$ cat src/design/alrs_pkg.sv
package alrs_pkg;

  localparam int unsigned HDR_BYTES = 12;
  localparam int unsigned Q_DEPTH   = 3;

  localparam logic [31:0] CRC_POLY = 32'hEDB88320;
  localparam logic [31:0] CRC_INIT = 32'hFFFFFFFF;

  localparam logic [24:0] PART_LEN_RST = 25'd65536;
  localparam logic [7:0]  ERASED_RST   = 8'hFF;

  // header byte offsets
  localparam logic [3:0] HB_TYPE   = 4'd0;
  localparam logic [3:0] HB_RSVD   = 4'd1;
  localparam logic [3:0] HB_LEN_LO = 4'd2;
  localparam logic [3:0] HB_LEN_HI = 4'd3;
  localparam logic [3:0] HB_SEQ0   = 4'd4;
  localparam logic [3:0] HB_SEQ3   = 4'd7;
  localparam logic [3:0] HB_CRC0   = 4'd8;
  localparam logic [3:0] HB_LAST   = 4'd11;

  typedef enum logic [1:0] {
    PH_IDLE,
    PH_HEADER,
    PH_PAYLOAD
  } alrs_phase_t;

  typedef enum logic [2:0] {
    CAUSE_ERASED,
    CAUSE_BAD_HEADER,
    CAUSE_OVERRUN,
    CAUSE_CRC,
    CAUSE_END
  } alrs_cause_t;

  typedef enum logic [0:0] {
    CFG_PARTITION_SIZE,
    CFG_ERASED_MARKER
  } alrs_cfg_t;

  typedef struct packed {
    logic        kind;
    logic [7:0]  rec_type;
    logic [31:0] rec_seq;
    logic [8:0]  rec_len;
    logic [23:0] rec_offset;
    logic [24:0] end_pointer;
    logic [31:0] next_sequence;
    logic [24:0] valid_count;
    alrs_cause_t stop_cause;
    logic        last;
  } alrs_result_t;

  typedef struct packed {
    logic first;
    logic second;
  } alrs_push_t;

  function automatic logic [31:0] alrs_crc_byte(input logic [31:0] crc, input logic [7:0] b);
    logic [31:0] c;
    c = crc ^ {24'd0, b};
    for (int k = 0; k < 8; k++) begin
      c = c[0] ? ((c >> 1) ^ CRC_POLY) : (c >> 1);
    end
    return c;
  endfunction

endpackage

$ cat src/design/alrs_out_queue.sv
module alrs_out_queue (
  input  logic                 clk,
  input  logic                 rst_n,
  input  alrs_pkg::alrs_push_t push,
  input  alrs_pkg::alrs_result_t item0,
  input  alrs_pkg::alrs_result_t item1,
  output logic                 room,
  output logic                 head_valid,
  output alrs_pkg::alrs_result_t head_item,
  input  logic                 pop
);
  import alrs_pkg::*;

  alrs_result_t entry_r [Q_DEPTH];
  logic [1:0] head_r, head_nxt;
  logic [1:0] count_r, count_nxt;
  logic [1:0] tail0, tail1;

  function automatic logic [1:0] q_add(input logic [1:0] p, input logic [1:0] n);
    logic [2:0] s;
    s = {1'b0, p} + {1'b0, n};
    if (s >= 3'(Q_DEPTH)) begin
      s = s - 3'(Q_DEPTH);
    end
    return s[1:0];
  endfunction

  assign tail0 = q_add(head_r, count_r);
  assign tail1 = q_add(tail0, 2'd1);

  // two results may land in one request, so keep two slots free
  assign room       = (count_r <= 2'd1);
  assign head_valid = (count_r != 2'd0);
  assign head_item  = entry_r[head_r];

  always_comb begin
    head_nxt  = pop ? q_add(head_r, 2'd1) : head_r;
    count_nxt = count_r + 2'(push.first) + 2'(push.second) - 2'(pop);
  end

  always_ff @(posedge clk) begin
    if (!rst_n) begin
      head_r  <= '0;
      count_r <= '0;
    end else begin
      head_r  <= head_nxt;
      count_r <= count_nxt;
    end
  end

  always_ff @(posedge clk) begin
    for (int e = 0; e < Q_DEPTH; e++) begin
      if (push.first && tail0 == 2'(e)) begin
        entry_r[e] <= item0;
      end
      if (push.second && tail1 == 2'(e)) begin
        entry_r[e] <= item1;
      end
    end
  end

`ifndef ASSERT_OFF
  a_second_needs_first: assert property (@(posedge clk) disable iff (!rst_n)
    push.second |-> push.first)
    else $error("second result pushed without first");
  a_no_overflow: assert property (@(posedge clk) disable iff (!rst_n)
    (count_r >= 2'd2) |-> !push.first)
    else $error("result queue overflow");
  a_no_underflow: assert property (@(posedge clk) disable iff (!rst_n)
    pop |-> head_valid)
    else $error("pop from empty result queue");
  a_record_then_summary: assert property (@(posedge clk) disable iff (!rst_n)
    push.second |-> (!item0.kind && item1.kind && item1.last))
    else $error("double push is not record plus summary");
`endif

endmodule

$ cat src/design/append_log_record_scanner.sv
// Append log scanner: walks a log partition one flash byte per request.
// Input channel (in_valid/in_ready): in_mode 0 starts a scan at offset 0,
// in_mode 1 delivers the next flash byte in in_byte_value. Bytes with no
// scan running are dropped silently.
// Output channel (out_valid/out_ready): one record result per valid record
// (kind 0), then a summary (kind 1, last 1) with write pointer, next
// sequence, record count and stop cause.
// Config port: cfg_we writes cfg_wdata to register cfg_index (0 partition
// size, 1 erased marker); write only while no scan is in flight.
// Throughput: one byte per cycle. The CRC-32 byte update, header capture
// and all checks sit between the state registers and a 3-entry result
// queue. Results are registered in the queue before they reach the outputs;
// a record closing at partition end queues two results.
// in_ready is low whenever two or more results are waiting, so a stalled
// receiver back-pressures the byte stream with no loss.
// Reset: registers take their defaults (partition size 65536, marker 0xFF),
// the scanner idles and the queue empties.
module append_log_record_scanner #(
  parameter int unsigned MAX_PAYLOAD = 256
) (
  input  logic                  clk,
  input  logic                  rst_n,
  input  logic                  in_valid,
  output logic                  in_ready,
  input  logic                  in_mode,
  input  logic [7:0]            in_byte_value,
  output logic                  out_valid,
  input  logic                  out_ready,
  output logic                  out_kind,
  output logic [7:0]            out_rec_type,
  output logic [31:0]           out_rec_seq,
  output logic [8:0]            out_rec_len,
  output logic [23:0]           out_rec_offset,
  output logic [24:0]           out_end_pointer,
  output logic [31:0]           out_next_sequence,
  output logic [24:0]           out_valid_count,
  output alrs_pkg::alrs_cause_t out_stop_cause,
  output logic                  out_last,
  input  logic                  cfg_we,
  input  alrs_pkg::alrs_cfg_t   cfg_index,
  input  logic [24:0]           cfg_wdata
);
  import alrs_pkg::*;

  localparam int unsigned LEN_W = $clog2(MAX_PAYLOAD + 1);
  localparam int unsigned IDX_W = (LEN_W > 4) ? LEN_W : 4;

  logic [24:0] part_len_r;
  logic [7:0]  erased_r;

  alrs_phase_t phase_r, phase_nxt;
  logic [24:0] sp_r, sp_nxt;
  logic [IDX_W-1:0] idx_r, idx_nxt;
  logic [7:0]  hold_type_r, hold_type_nxt;
  logic [7:0]  len_lo_r, len_lo_nxt;
  logic [LEN_W-1:0] hold_len_r, hold_len_nxt;
  logic [31:0] hold_seq_r, hold_seq_nxt;
  logic [31:0] hold_crc_r, hold_crc_nxt;
  logic [31:0] crc_r, crc_nxt;
  logic [31:0] nsv_r, nsv_nxt;
  logic [24:0] total_r, total_nxt;

  logic         in_fire;
  logic [3:0]   hdr_i;
  logic [31:0]  crc_upd;
  logic [15:0]  len16;
  logic [15:0]  hold_len16;
  logic [IDX_W-1:0] idx_inc;
  logic [24:0]  sp_fin;
  logic         finish;
  alrs_push_t   push;
  alrs_result_t item0, item1, head_item;
  logic         q_room;

  function automatic alrs_result_t summary(input logic [24:0] sp, input logic [31:0] nsv,
                                           input logic [24:0] total, input alrs_cause_t cause);
    alrs_result_t r;
    r               = '0;
    r.kind          = 1'b1;
    r.end_pointer   = sp;
    r.next_sequence = nsv;
    r.valid_count   = total;
    r.stop_cause    = cause;
    r.last          = 1'b1;
    return r;
  endfunction

  assign in_ready   = q_room;
  assign in_fire    = in_valid && in_ready;
  assign hdr_i      = idx_r[3:0];
  assign crc_upd    = alrs_crc_byte(crc_r, in_byte_value);
  assign len16      = {in_byte_value, len_lo_r};
  assign hold_len16 = 16'(hold_len_r);
  assign idx_inc    = idx_r + 1'b1;
  assign sp_fin     = sp_r + 25'(HDR_BYTES) + 25'(hold_len_r);

  always_comb begin
    phase_nxt     = phase_r;
    sp_nxt        = sp_r;
    idx_nxt       = idx_r;
    hold_type_nxt = hold_type_r;
    len_lo_nxt    = len_lo_r;
    hold_len_nxt  = hold_len_r;
    hold_seq_nxt  = hold_seq_r;
    hold_crc_nxt  = hold_crc_r;
    crc_nxt       = crc_r;
    nsv_nxt       = nsv_r;
    total_nxt     = total_r;
    finish        = 1'b0;
    push          = '0;
    item0         = '0;
    item1         = '0;

    if (in_fire) begin
      if (!in_mode) begin
        sp_nxt        = '0;
        nsv_nxt       = 32'd1;
        total_nxt     = '0;
        hold_type_nxt = '0;
        hold_len_nxt  = '0;
        hold_seq_nxt  = '0;
        hold_crc_nxt  = '0;
        phase_nxt     = PH_HEADER;
        idx_nxt       = '0;
        crc_nxt       = CRC_INIT;
        if (26'(HDR_BYTES) > {1'b0, part_len_r}) begin
          item0      = summary('0, 32'd1, '0, CAUSE_END);
          push.first = 1'b1;
          phase_nxt  = PH_IDLE;
        end
      end else begin
        unique case (phase_r)
          PH_HEADER: begin
            if (hdr_i < HB_CRC0) begin
              crc_nxt = crc_upd;
            end
            idx_nxt = idx_inc;
            case (hdr_i) inside
              HB_TYPE: begin
                hold_type_nxt = in_byte_value;
                if (in_byte_value == erased_r) begin
                  item0      = summary(sp_r, nsv_r, total_r, CAUSE_ERASED);
                  push.first = 1'b1;
                  phase_nxt  = PH_IDLE;
                end
              end
              HB_RSVD: begin
                if (in_byte_value != 8'd0) begin
                  item0      = summary(sp_r, nsv_r, total_r, CAUSE_BAD_HEADER);
                  push.first = 1'b1;
                  phase_nxt  = PH_IDLE;
                end
              end
              HB_LEN_LO: len_lo_nxt = in_byte_value;
              HB_LEN_HI: begin
                hold_len_nxt = LEN_W'(len16);
                if (len16 > 16'(MAX_PAYLOAD)) begin
                  item0      = summary(sp_r, nsv_r, total_r, CAUSE_BAD_HEADER);
                  push.first = 1'b1;
                  phase_nxt  = PH_IDLE;
                end else if ({1'b0, sp_r} + 26'(HDR_BYTES) + 26'(len16)
                             > {1'b0, part_len_r}) begin
                  item0      = summary(sp_r, nsv_r, total_r, CAUSE_OVERRUN);
                  push.first = 1'b1;
                  phase_nxt  = PH_IDLE;
                end
              end
              [HB_SEQ0:HB_SEQ3]: hold_seq_nxt[8*hdr_i[1:0] +: 8] = in_byte_value;
              default: begin
                hold_crc_nxt[8*hdr_i[1:0] +: 8] = in_byte_value;
                if (hdr_i == HB_LAST) begin
                  idx_nxt = '0;
                  if (hold_len_r == '0) begin
                    finish = 1'b1;
                  end else begin
                    phase_nxt = PH_PAYLOAD;
                  end
                end
              end
            endcase
          end
          PH_PAYLOAD: begin
            crc_nxt = crc_upd;
            idx_nxt = idx_inc;
            if (idx_inc >= IDX_W'(hold_len_r)) begin
              finish = 1'b1;
            end
          end
          PH_IDLE: ;
          default: ;
        endcase
      end
    end

    if (finish) begin
      push.first = 1'b1;
      if (~crc_nxt != hold_crc_nxt) begin
        item0     = summary(sp_r, nsv_r, total_r, CAUSE_CRC);
        phase_nxt = PH_IDLE;
      end else begin
        item0.rec_type   = hold_type_r;
        item0.rec_seq    = hold_seq_r;
        item0.rec_len    = hold_len16[8:0];
        item0.rec_offset = sp_r[23:0];
        total_nxt        = total_r + 25'd1;
        if (hold_seq_r >= nsv_r) begin
          nsv_nxt = hold_seq_r + 32'd1;
        end
        sp_nxt = sp_fin;
        if ({1'b0, sp_fin} + 26'(HDR_BYTES) > {1'b0, part_len_r}) begin
          item1       = summary(sp_fin, nsv_nxt, total_nxt, CAUSE_END);
          push.second = 1'b1;
          phase_nxt   = PH_IDLE;
        end else begin
          phase_nxt = PH_HEADER;
          idx_nxt   = '0;
          crc_nxt   = CRC_INIT;
        end
      end
    end
  end

  always_ff @(posedge clk) begin
    if (!rst_n) begin
      part_len_r  <= PART_LEN_RST;
      erased_r    <= ERASED_RST;
      phase_r     <= PH_IDLE;
      sp_r        <= '0;
      idx_r       <= '0;
      hold_type_r <= '0;
      len_lo_r    <= '0;
      hold_len_r  <= '0;
      hold_seq_r  <= '0;
      hold_crc_r  <= '0;
      crc_r       <= CRC_INIT;
      nsv_r       <= 32'd1;
      total_r     <= '0;
    end else begin
      if (cfg_we) begin
        unique case (cfg_index)
          CFG_PARTITION_SIZE: part_len_r <= cfg_wdata;
          CFG_ERASED_MARKER:  erased_r   <= cfg_wdata[7:0];
          default: ;
        endcase
      end
      phase_r     <= phase_nxt;
      sp_r        <= sp_nxt;
      idx_r       <= idx_nxt;
      hold_type_r <= hold_type_nxt;
      len_lo_r    <= len_lo_nxt;
      hold_len_r  <= hold_len_nxt;
      hold_seq_r  <= hold_seq_nxt;
      hold_crc_r  <= hold_crc_nxt;
      crc_r       <= crc_nxt;
      nsv_r       <= nsv_nxt;
      total_r     <= total_nxt;
    end
  end

  alrs_out_queue u_queue (
    .clk        (clk),
    .rst_n      (rst_n),
    .push       (push),
    .item0      (item0),
    .item1      (item1),
    .room       (q_room),
    .head_valid (out_valid),
    .head_item  (head_item),
    .pop        (out_valid && out_ready)
  );

  assign out_kind          = head_item.kind;
  assign out_rec_type      = head_item.rec_type;
  assign out_rec_seq       = head_item.rec_seq;
  assign out_rec_len       = head_item.rec_len;
  assign out_rec_offset    = head_item.rec_offset;
  assign out_end_pointer   = head_item.end_pointer;
  assign out_next_sequence = head_item.next_sequence;
  assign out_valid_count   = head_item.valid_count;
  assign out_stop_cause    = head_item.stop_cause;
  assign out_last          = head_item.last;

`ifndef ASSERT_OFF
  a_summary_idles: assert property (@(posedge clk) disable iff (!rst_n)
    (in_fire && push.first && (push.second ? item1.kind : item0.kind)) |=> phase_r == PH_IDLE)
    else $error("scanner still running after summary");
  a_idle_no_results: assert property (@(posedge clk) disable iff (!rst_n)
    (in_fire && in_mode && phase_r == PH_IDLE) |-> !push.first)
    else $error("result from byte while idle");
  a_len_in_range: assert property (@(posedge clk) disable iff (!rst_n)
    (phase_r == PH_PAYLOAD) |-> (hold_len_r != '0 && hold_len16 <= 16'(MAX_PAYLOAD)))
    else $error("payload phase with bad length");
`endif

endmodule

$ cat config.mk
export PLATFORM = sky130hd
export DESIGN_NAME = append_log_record_scanner
export DESIGN_NICKNAME = d
export VERILOG_FILES = /design/src/design/alrs_pkg.sv /design/src/design/alrs_out_queue.sv /design/src/design/append_log_record_scanner.sv
export SDC_FILE = /design/constraint.sdc
export NUM_CORES = 2
export LEC_CHECK = 0
export ABC_AREA = 1
export BUFFER_PORTS_ARGS = -buffer_cell sky130_fd_sc_hd__buf_4
export CORE_MARGIN = 2
export CORE_UTILIZATION = 45
export CTS_BUF_LIST = sky130_fd_sc_hd__clkbuf_16
export CTS_CLUSTER_DIAMETER = 50
export CTS_CLUSTER_SIZE = 25
export DETAILED_ROUTE_END_ITERATION = 16
export HOLD_SLACK_MARGIN = 0.1
export RECOVER_POWER = 50
export SLEW_MARGIN = 25
export SYNTH_ARGS = -nofsm -noshare
export SYNTH_HDL_FRONTEND = slang
export SYNTH_SLANG_ARGS = --single-unit
$ cat constraint.sdc
create_clock -name clk -period 50.8 [get_ports clk]
set_input_delay 2.54 -clock clk [delete_from_list [all_inputs] [get_ports clk]]
set_output_delay 2.54 -clock clk [all_outputs]
set_load 0.005 [all_outputs]
==> Yosys cells after proc, flatten, opt, wreduce, memory -nomap -nowiden <==
Memories as Yosys holds them, arrays and structs flattened. A register that Yosys moved wholly into a read port is not among the register bits.
Cells that the tools add are included.
{ "word_totals": {"elab_cells": 265, "ff_bits": 251, "mem_count": 1, "in_bits": 40, "mem_bits_rw": 480} }
{ "mem_list": {"columns": ["memory", "depth", "word_bits", "rd", "rd_ports_with_merged_regs", "write_ports", "line", "source"], "rows": [
  ["u_queue.entry_r", 3, 160, 1, 1, 3, "alrs_out_queue.sv:14", "alrs_result_t entry_r [Q_DEPTH];"]
]} }
{ "classes": {"bitwise_logic": 16, "eq_ne": 28, "mux": 149, "reduce_logical": 23, "addsub": 18, "n_shift": 2, "n_lt_le_gt_ge": 13} }
{ "ops": {"columns": ["cell", "n"], "rows": [
  ["$mux 160", 19],
  ["$mux 32", 34],
  ["$mux 25", 8],
  ["$mux 9", 17],
  ["$not 13->14", 8],
  ["$mux 86", 1],
  ["$mux 73", 1],
  ["$bwmux 32", 2],
  ["$pmux 32 s2", 1],
  ["$add 25x4->26 const B", 2],
  ["$gt 26x25->1", 2],
  ["$mux 2", 21],
  ["$mux 1", 40],
  ["$neg 5->34", 1],
  ["$shift 8x34->32 const A", 1],
  ["$shiftx 8x34->32", 1],
  ["$add 32x1->32 const B", 1],
  ["$ge 32x32->1", 1],
  ["$ne 32x32->1", 1],
  ["$not 32->32", 1],
  ["$xor 32x8->32", 1],
  ["$add 26x16->26", 1],
  ["$add 25x1->25 const B", 1],
  ["$add 25x4->25 const B", 1],
  ["other kinds (46)", 82]
]} }

==> Longest topological paths before layout <==
{ "logic_depth": {"word_depth": 29, "depth_mapped": 41, "mapped_depth_nobuf": 39} }

==> By module <==
A second synthesis with hierarchy kept.
{ "unflattened": {"cells_unflattened": 6218, "area_unflattened_um2": 44722.9} }
{ "modules_own_cells": {"columns": ["mod", "cells_per_inst", "instances", "seq_area_each_um2", "area_per_inst_um2"], "rows": [
  ["alrs_out_queue", 2823, 1, 14533.9, 24342.1],
  ["append_log_record_scanner", 3395, 1, 4944.7, 20380.8]
]} }

==> Least setup slack after synthesis <==
OpenSTA, ideal clock, no wires.
{ "synth_timing": {"path_type": "in2reg", "start": "in in_byte_value[0]", "end": "mem u_queue.entry_r[1][0] (netlist bit), enable pin", "setup_time_ns": 0.897, "slack_ns": 33.245, "path_stages": 22, "t_arrival_ns": 16.658, "path_cell_list": "ha_1 > ha_1 > nand2_1 > o21ai_1 > a21oi_1 > o21ai_0 > nand3_1 > nand2_1 > nand2_1 > nor3_1 > xor2_1 > ha_1 > nand3_1 > nor3_1 > nand2_1 > nand2_1 > nand3_1 > nand2_1 > nand2_1 > nand2_1 > inv_1 > o21ai_0"} }
{ "synth_lines": {"columns": ["element", "line", "source"], "rows": [
  ["start, declared", "append_log_record_scanner.sv:26", "input logic [7:0] in_byte_value,"],
  ["end, declared", "alrs_out_queue.sv:14", null]
]} }

==> qor.yml <==
status: "finished with violations"
violations: "max-capacitance violations, max-slew violations"
dp_cells: 7110
core_area_um2: 96300
clk_pin_slew_ns: 0.06
drive_gt1_share_pct: 8.67
period_minus_slack_ns: 16.95
worstSetupPathType: "input pin to flip-flop"
setup_viol: 0
num_vias: 41700
fin_crit_sh_pct: 33.4
fin_util_pct: 50.7
avgSynthCellArea_um2: 7.29
via_per_inst: 5.71
hold_path_depth: 2
cts_tree: "yes"
drt-wirelength-per-cell_um: 21.5
synth_simple_gate_area_share_pct: 28.5
max_freq_ghz: 0.0590
final_area_um2: 48800
num-nets-final: 6135
drv_slew: 1124
hold_path_class: "flip-flop to flip-flop"
clk_latency_ns: 0.70
dpl.hpwl_um: 99700
yosys.area.top_type: "edfxtp_1"
power_density_nw_per_um2: 38.1
synthMuxAreaShare_pct: 0
synth_xor_area_share_pct: 2.39
multi_input_area_um2: 20800
worstHoldStart: "u_queue.entry_r[2][151]"
hold_viol_final: 0
synthTopCellsByArea: "edfxtp_1 (28%), dfxtp_1 (15%), nand2_1 (14%)"
skew_ns: 0.0506
antenna_found_initial: 2
reg2reg_from: "u_queue.count_r[1]"
yosysSeqAreaShare_pct: 42.8
crit_path_start: "in_valid"
ant_nets: 0
firstDrtPassIters: 6
fillers: 9494
async_flop_share_pct: 0
reg2reg_depth: 25
synth_edf_count: 402
final_cells: 7297
cts_sinks: 730
yosys.area_share.adder_pct: 4.70
cp.required_ns: 51.37
yosys-top-cells-count: "nand2_1 (1578), a21oi_1 (668), nand3_1 (582)"
yosys.cell_count.top_type: "nand2_1"
post_cts_resize_count: 0
grt_pass1_wl_um: 236000
synth_top_family_by_area: "simple AND/OR/NAND/NOR gates"
place_congestion: 0.960
clk_path_buf_depth: 3
syn2layout_area_growth_pct: 12.2
start_util_pct: 45.2
io_buffers: 201
grt_overflow: 0
synthFlopType: "edfxtp_1"
ys_ff_latch: 730
synth_warnings: 0
die_height_um: 315
wl_um: 157000
cap_violations: 20
worstPathArrival_ns: 17.52
slew-limit-headroom_pct: -241
ys_types: 54
max_slew.worst_pin.slew_ns: 5.12
grt_pass1_vias: 38800
rsz0062_at_grt: "false"
peakVddDrop_mv: 0.0325
crit_path_end_kind: "flip-flop"
fp-row-count: 114
syn_area_um2: 43500
synthCells: 5970
die_area_um2: 99300
grt_use_total_pct: 30.9
grt_max_degree: 104
cts_max_level: 3
fin_total_pwr_mw: 1.86
dr.first_iter.drc_count: 4399
p_leak_nw: 21.4
cts_made_buffers: 98
startpoint_type: "input pin"
syn_nets: 6171
seq_area_um2: 18600
cp_max_fo: 99
finalSetupTns_ns: 0
drc: 0
hold_buffers: 0
cts_root_buf: "clkbuf_16"
fp.dieW_um: 315
synth_compound_area_share_pct: 12.2
netlist.area_leader.share_pct: 27.7
cts_setup_buffers: 0
num_io_pins: 202
placed_area_um2: 45400
[cell type report]
cell class,instances,share of cell area (%)
multi-input combinational,4220,42.6
clock inverter,86,2.24
clock buffer,100,5.12
sequential,730,38.2
antenna,1,0.00512
inverter,629,4.87
tap,1276,3.27
timing repair buffer,255,3.70
[per-layer routing]
metal  share of wire, %  GRT usage, %
met5                  0             0
met4                2.9          9.58
met3                 10          6.45
met2                 44          47.2
met1                 43          43.8
[sequential cells by signal, indices dropped and copies added, names as in the netlist, 8 cells and up, named ones only]
register,cells
u_queue.entry_r,477
crc_r,32
hold_crc_r,32
hold_seq_r,32
nsv_r,32
part_len_r,25
sp_r,25
total_r,25
hold_len_r,9
idx_r,9
erased_r,8
hold_type_r,8
len_lo_r,8
[worst max-delay path: stages]
cell and delay, ns:
clkbuf_4 0.10, nand2_1 0.62, clkbuf_1 0.71, nor2_4 0.21, clkbuf_1 1.54, inv_1 1.30
a21oi_1 0.39, nand2_1 0.08, o21ai_0 0.14, inv_1 0.08, nand2_1 0.10, clkinv_1 0.06
nor2_1 0.15, nand3_1 0.09, nor2_1 0.12, nand2_1 0.07, nor2_2 0.11, nand4_1 1.21
nor2_1 0.95, clkbuf_1 3.60, clkbuf_1 2.49, nand2_1 0.30, nor2_1 0.26, nand2_1 0.08
nand2_1 0.08
[cells in the final DEF, fill, tap and decap left out, drive strengths merged, types with 18 or more instances in the layout]
cell type,Yosys,routed
edfxtp,402,402
nand3,584,584
xnor2,22,22
nand4,169,169
xor2,96,96
clkbuf,219,275
nand2,1601,1601
nor2,470,470
nor3,49,49
clkinv,9,57
buf,172,80
inv,620,637
a21oi,670,670
dfxtp,328,328
o21ai,297,297
nor4,18,18
ha,157,157
[per-stage QoR]
stage                     hold slack, ns  setup slack (ns)
after CTS                          0.465             41.66
after detailed placement           0.455             41.19
after global placement             0.453             41.23
after global routing               0.479             33.02
after floorplan                    0.443             33.24
final                              0.465             33.85
[path summary, 6_finish.rpt]
kind	end	slack [ns]
setup / recovery	u_queue.entry_r[1][66]	33.85
hold / removal	u_queue.entry_r[2][151]	0.46
hold reg to reg	u_queue.entry_r[2][151]	0.46
setup reg to reg	u_queue.entry_r[1][66]	35.15
[report_power, final]
part           switching [mW]  total, mW  leakage, nW  internal [mW]
sequential             0.0133      0.639         6.48          0.625
combinational           0.322      0.477         13.1          0.154
clock                   0.314      0.747         1.74          0.433
[logic make-up (layout without fill, tap and decap cells)]
logic type	Yosys count	in the layout
xor gates and xnor gates	118	118
AOI/OAI and AO/OA	1029	1029
other	0	1
and+or+nand+nor	2912	2912
adders and majority gates	161	161
buffers and inverters	1020	1070
DFF	730	730
Note: power is estimated with default switching activity, not from simulation.
